<file path="src/rtl/blfb_pkg.sv">
package blfb_pkg;

  localparam int PANEL_WIDTH  = 128;
  localparam int PANEL_HEIGHT = 64;
  localparam int PAGE_ROWS    = 8;
  localparam int STORE_DEPTH  = 1024;
  localparam int ADDR_W       = $clog2(STORE_DEPTH);
  localparam int COORD_W      = 10;
  localparam int IDX_W        = 14;
  localparam int ERR_W        = 14;

  localparam logic [1:0] OP_DRAW  = 2'd0;
  localparam logic [1:0] OP_CLEAR = 2'd1;
  localparam logic [1:0] OP_READ  = 2'd2;

  typedef struct packed {
    logic load;
    logic step;
    logic pix_wr;
    logic sweep_wr;
    logic sel_index;
    logic cap_read;
    logic out_load;
  } blfb_cmd_t;

  typedef struct packed {
    logic on_panel;
    logic at_end;
    logic sweep_last;
    logic out_free;
  } blfb_sts_t;

endpackage

</file>
<file path="src/rtl/blfb_ctrl.sv">
module blfb_ctrl
  import blfb_pkg::*;
(
  input  logic       clk_i,
  input  logic       rst_ni,
  input  logic       in_valid_i,
  output logic       in_ready_o,
  input  logic [1:0] opcode_i,
  input  blfb_sts_t  sts_i,
  output blfb_cmd_t  cmd_o
);

  typedef enum logic [7:0] {
    S_SWEEP_RST = 8'b0000_0001,
    S_IDLE      = 8'b0000_0010,
    S_PLOT      = 8'b0000_0100,
    S_WRITE     = 8'b0000_1000,
    S_RADDR     = 8'b0001_0000,
    S_RDATA     = 8'b0010_0000,
    S_SWEEP_CMD = 8'b0100_0000,
    S_DONE      = 8'b1000_0000
  } state_e;

  state_e state_q, state_d;

  always_ff @(posedge clk_i or negedge rst_ni) begin
    if (!rst_ni) begin
      state_q <= S_SWEEP_RST;
    end else begin
      state_q <= state_d;
    end
  end

  assign in_ready_o = (state_q == S_IDLE);

  always_comb begin
    state_d = state_q;
    cmd_o   = '0;
    unique case (state_q)
      S_SWEEP_RST: begin
        cmd_o.sweep_wr = 1'b1;
        if (sts_i.sweep_last) state_d = S_IDLE;
      end
      S_IDLE: begin
        if (in_valid_i) begin
          cmd_o.load = 1'b1;
          case (opcode_i)
            OP_DRAW:  state_d = S_PLOT;
            OP_CLEAR: state_d = S_SWEEP_CMD;
            OP_READ:  state_d = S_RADDR;
            default:  state_d = S_DONE;
          endcase
        end
      end
      S_PLOT: begin
        if (sts_i.on_panel) begin
          state_d = S_WRITE;
        end else if (sts_i.at_end) begin
          state_d = S_DONE;
        end else begin
          cmd_o.step = 1'b1;
        end
      end
      S_WRITE: begin
        cmd_o.pix_wr = 1'b1;
        if (sts_i.at_end) begin
          state_d = S_DONE;
        end else begin
          cmd_o.step = 1'b1;
          state_d    = S_PLOT;
        end
      end
      S_RADDR: begin
        cmd_o.sel_index = 1'b1;
        state_d         = S_RDATA;
      end
      S_RDATA: begin
        cmd_o.cap_read = 1'b1;
        state_d        = S_DONE;
      end
      S_SWEEP_CMD: begin
        cmd_o.sweep_wr = 1'b1;
        if (sts_i.sweep_last) state_d = S_DONE;
      end
      S_DONE: begin
        if (sts_i.out_free) begin
          cmd_o.out_load = 1'b1;
          state_d        = S_IDLE;
        end
      end
      default: state_d = S_SWEEP_RST;
    endcase
  end

endmodule

</file>
<file path="config.mk">
export PLATFORM = sky130hd
export DESIGN_NAME = blfb_ctrl
export DESIGN_NICKNAME = d
export VERILOG_FILES = /design/src/rtl/blfb_pkg.sv /design/src/rtl/blfb_ctrl.sv
export SDC_FILE = /design/constraint.sdc
export NUM_CORES = 1
export LEC_CHECK = 0
export BUFFER_PORTS_ARGS = -buffer_cell sky130_fd_sc_hd__clkbuf_2
export CORE_AREA = 10 10 47 49
export CTS_CLUSTER_DIAMETER = 60
export DETAILED_ROUTE_END_ITERATION = 10
export DIE_AREA = 0 0 57 59
export PLACE_DENSITY = 0.7
export SLEW_MARGIN = 5
export SYNTH_ARGS = -nofsm -noshare
export SYNTH_HDL_FRONTEND = slang
export SYNTH_SLANG_ARGS = --single-unit
</file>
<file path="constraint.sdc">
create_clock -name clk_i -period 2.89 [get_ports clk_i]
set_input_delay 0.289 -clock clk_i [delete_from_list [all_inputs] [get_ports clk_i]]
set_output_delay 0.289 -clock clk_i [all_outputs]
set_load 0.005 [all_outputs]
</file>
-- After elaboration in Yosys (flattened, before gate mapping)
Cells that the tools add are included.
- flip-flop bits (word level): 8
- input port bits: 9
- equality and inequality tests: 15
- muxes and demuxes: 20
- reduce and logical (&&, ||, !) cells: 3
- operators by type and width (cell ; number):
    $pmux W8 S8 ; 1
    $mux W8 ; 7
    $pmux W8 S3 ; 1
    $mux W1 ; 10
    $eq A8 B1 Y1 const B ; 1
    $eq A8 B2 Y1 const B ; 1
    $eq A8 B3 Y1 const B ; 1
    $eq A8 B4 Y1 const B ; 1
    $eq A8 B5 Y1 const B ; 1
    $eq A8 B6 Y1 const B ; 1
    $eq A8 B7 Y1 const B ; 1
    $eq A8 B8 Y1 const B ; 1
    $ne A2 B2 Y1 const B ; 4
    $reduce_and A5 Y1 ; 1
    $ne A3 B3 Y1 const B ; 1
    $eq A2 B1 Y1 const B ; 1
    $eq A2 B2 Y1 const B ; 1
    $logic_not A2 Y1 ; 1
    $pmux W1 S2 ; 1
    $reduce_or A2 Y1 ; 1

-- Longest topological paths before layout
- depth after elaboration: 4
- depth in mapped cells: 7
- depth with buffers taken out: 5

-- Least setup slack after synthesis
Ideal clock, no wire load.
- path type: register to register
- from: register state_q[1]
- to: register state_q[7]
- arrival time: 2201 ps
- data required time: 2759 ps
- setup slack: 558 ps
- cell stages (with the launch flop): 8
- path buffers: 2
- period minus slack after synthesis: 2332 ps
- cells stage by stage: dfrtp_1 buf_6 or4_4 or3_1 buf_2 or4_4 nor2b_4 a2bb2oi_1
- word-level cells in the longest chain between the ends: 3
- elaborated cells on any way between the ends: 15
- classes of those cells: eq/ne: 13; mux: 1; reduce/logical: 1
- ends and longest elaborated chain (element ; line ; RTL):
    start: declaration ; blfb_ctrl.sv:24 ; state_e state_q, state_d;
    start signal: assignment ; blfb_ctrl.sv:30 ; state_q <= state_d;
    $eq A8 B3 Y1, or another cell as far along ; blfb_ctrl.sv:39 ; unique case (state_q)
    $ne A3 B3 Y1 (no source line) or $ne A2 B2 Y1 (tied branches) ; - ;
    $reduce_and A5 Y1 (no source line) ; - ;
Parallel ways exist; a longest one is shown, timed or not.
A chain may end at the register's enable or synchronous reset.

==> metrics.cfg <==
[timing]
clock_skew_ns = 0.0008012
worst_slew_pin_slew_ns = 0.6489
finalSetupViolations = 0
fin_crit_sh = 0.9653
slew_viol_final = 0
slew-limit-headroom = 0.5634
rsz0062_at_grt = no
timing.final.ws_setup_ns = 0.1003
hold_viol = 0
setup_tns_ns = 0
final.min_clock_period_ns = 2.790
max_freq_mhz = 358.5

[setup_path]
cp.arrival_ns = 2.50
critPathSlowestCell = or4_4
path_class = register to primary output
crit_path_end_kind = primary output
crit_cells = 5
worst-r2r-cell-count = 5
ff2ff_setup_slack_ns = 0.47
path_max_fanout = 9
worst_path_largest_cell_delay_ns = 0.57
critPathLaunchType = register
crit_chain = or4_4 > or3_1 > or4_4 > o31ai_1 > clkbuf_2
path_common_cell = or4_4
path_delay_family = simple AND/OR/NAND/NOR gates
crit_buf_inv = 1
crit_start = state_q[1]$_DFFE_PN0P_
required_ns = 2.60
worstReg2RegStart = state_q[1]$_DFFE_PN0P_

[drt]
drtPass1Iterations = 4
drc = 0
dr.first_iter.drc_count = 7
routed_wl_mm = 1.548
vias_per_cell = 5.837
wl_per_cell_microns = 14.88
drtAntennaViolNets = 0
via_count = 607

[synthesis]
synth_cell_types = 31
synth_warnings = 0
ys_ff_latch = 8
syn-cell-area_sq_um = 605.6
synth_area_leaders = dfrtp_1, nor3_1, dfstp_2
syn_avg_cell_area_sq_um = 8.411
synth-edff-count = 0
synthesis.instances = 72
synth_nets = 81
synth_ff_type = dfrtp_1
ys_seq_area_frac = 0.3326
synth_largest_area_cell = dfrtp_1
async_reset_ff_frac = 1.000
synth_top_area_frac = 0.2893

[clocking]
clk_pin_slew_ns = 0.06
cts_tree = built
clock_path_buffers = 2
numCtsBuffers = 3
worstSkewPairLatency_ns = 0.26
cts_root_buf = clkbuf_4
htree_num_levels = 1
cts_setup_buffers = 0
cts_sinks = 8

[grt]
grt_pass1_vias = 610
grt_max_degree = 12
grtUsageMet3 = 0.02790
gr-max-usage-layer = met2
global_route.usage.met2 = 0.1628
grt_pass1_wl_mm = 2.697
grt-ovfl-total = 0
antenna_found_initial = 0
track_usage = 0.09852
grtUsageMet1 = 0.1130

[layout]
largest_reg_flops = 8
drive_gt1_frac = 0.2614
finish.utilization = 0.5098
layout.nets = 98
regMostFlops = state_q
antenna_cells = 0
top_regs = state_q: 8 flops
area_growth_pct = 17.98
final_area_sq_um = 714.4
fill_cells = 145

[run_status]
outcome = finished, final reports clean

[die]
fp.dieArea_sq_mm = 0.003363
die_h_microns = 59
ios = 17
die_w_microns = 57
num_rows = 14
coreArea_sq_mm = 0.001401
initial_core_util = 0.4321

[power_and_ir_drop]
power_frac_seq = 0.365
p_int_w = 0.0003145
clkPwrFrac = 0.186
leakage_nw = 0.3471
vdd_drop_max_uv = 430.3
p_sw_w = 0.0002211
swShare = 0.4129
combPwrFrac = 0.449
power.density_mw_per_mm2 = 749.7

[placement]
dpl.hpwl_mm = 1.202
finalWeightedCongestion = 0.7759
place_ws_ns = 0.3998
numPortBuffers = 16
placed_area_sq_um = 678.2

[worst_hold_path]
min_path_type = primary input to register
hold_path_depth = 2
hp-start = opcode_i[0]

[flow_run]
drv_cap = 0

[final cells by class]
type	count	area [sq um]	area share
clock buffers	4	26.28	0.03678
inverters	4	15.01	0.02102
multi-input cells	55	361.6	0.5061
flip-flops and latches	8	201.4	0.2820
well taps	16	20.02	0.02802
repair buffers	17	90.09	0.1261
[worst register-to-register path: stages, from the launching register on]
cell and delay [ns]:
dfrtp_1 0.47, or4_4 0.58, or3_1 0.43, or4_4 0.53
nor2b_4 0.15, a2bb2oi_1 0.14
[kinds of logic after synthesis]
kind of cell | synth area share
AO/OA/AOI/OAI | 0.1467
XOR/XNOR | 0.05786
buffers and inverters | 0.07023
flip-flops | 0.3327
AND/OR/NAND/NOR | 0.3925
[layout by cell type (no fill, tap or decap), drive strengths merged, types with 2 or more instances in the layout]
cell and n:
nand2b 4, nor2 7, nand2 4, xor2 3
dfrtp 7, nor4 4, nor3b 3, nand4 2
nand4b 2, nor3 6, clkbuf 20, inv 4
or4 2, o21ai 3, o211ai 2
[power groups by stage]
stage / Clock [W] / Combinational (W) / Sequential, W
5_1_grt: 0.000104 / 0.000269 / 0.000200
4_1_cts: 0.0000992 / 0.000245 / 0.000193
6_report: 0.0000998 / 0.000240 / 0.000195
3_5_place_dp: 0 / 0.000241 / 0.000195
2_1_floorplan: 0 / 0.000241 / 0.000150
3_3_place_gp: 0 / 0.000240 / 0.000193
[per-stage QoR]
stage | hold slack [ns] | total power [W] | std cells
floorplan | -0.006591 | 0.0003907 | 72
global placement | 0.1506 | 0.0004329 | 99
detailed placement | 0.1562 | 0.0004362 | 99
CTS | 0.2308 | 0.0005372 | 104
global route | 0.2474 | 0.0005729 | 104
finish | 0.2294 | 0.0005356 | 104
[metal layers]
layer  up-vias  part of all wire
li1        298                 -
met1       295              0.44
met2        10              0.51
met3         4             0.034
met4         0             0.019
met5         -                 0
[Yosys cell counts (2+ instances only)]
master / number
clkbuf_1: 3
dfrtp_1: 7
inv_1: 4
nand2_1: 4
nand2b_1: 4
nand4_1: 2
nand4b_1: 2
nor2_1: 7
nor3_1: 6
nor3b_1: 3
nor4_1: 4
o211ai_1: 2
o21ai_0: 3
or4_4: 2
xor2_1: 3
[final timing paths]
check | endpoint
max | cmd_o[5]
min | state_q[4]$_DFFE_PN0P_
max reg2reg | state_q[7]$_DFFE_PN0P_
min reg2reg | state_q[5]$_DFFE_PN0P_
max in group asynchronous | state_q[0]$_DFFE_PN1P_
min in group asynchronous | state_q[2]$_DFFE_PN0P_
[repair_timing]
action,CTS,global route
hold buffers,1,0
hold endpoints to repair,7,0
resized for setup,0,0
Power figures use the tool's default switching activity.
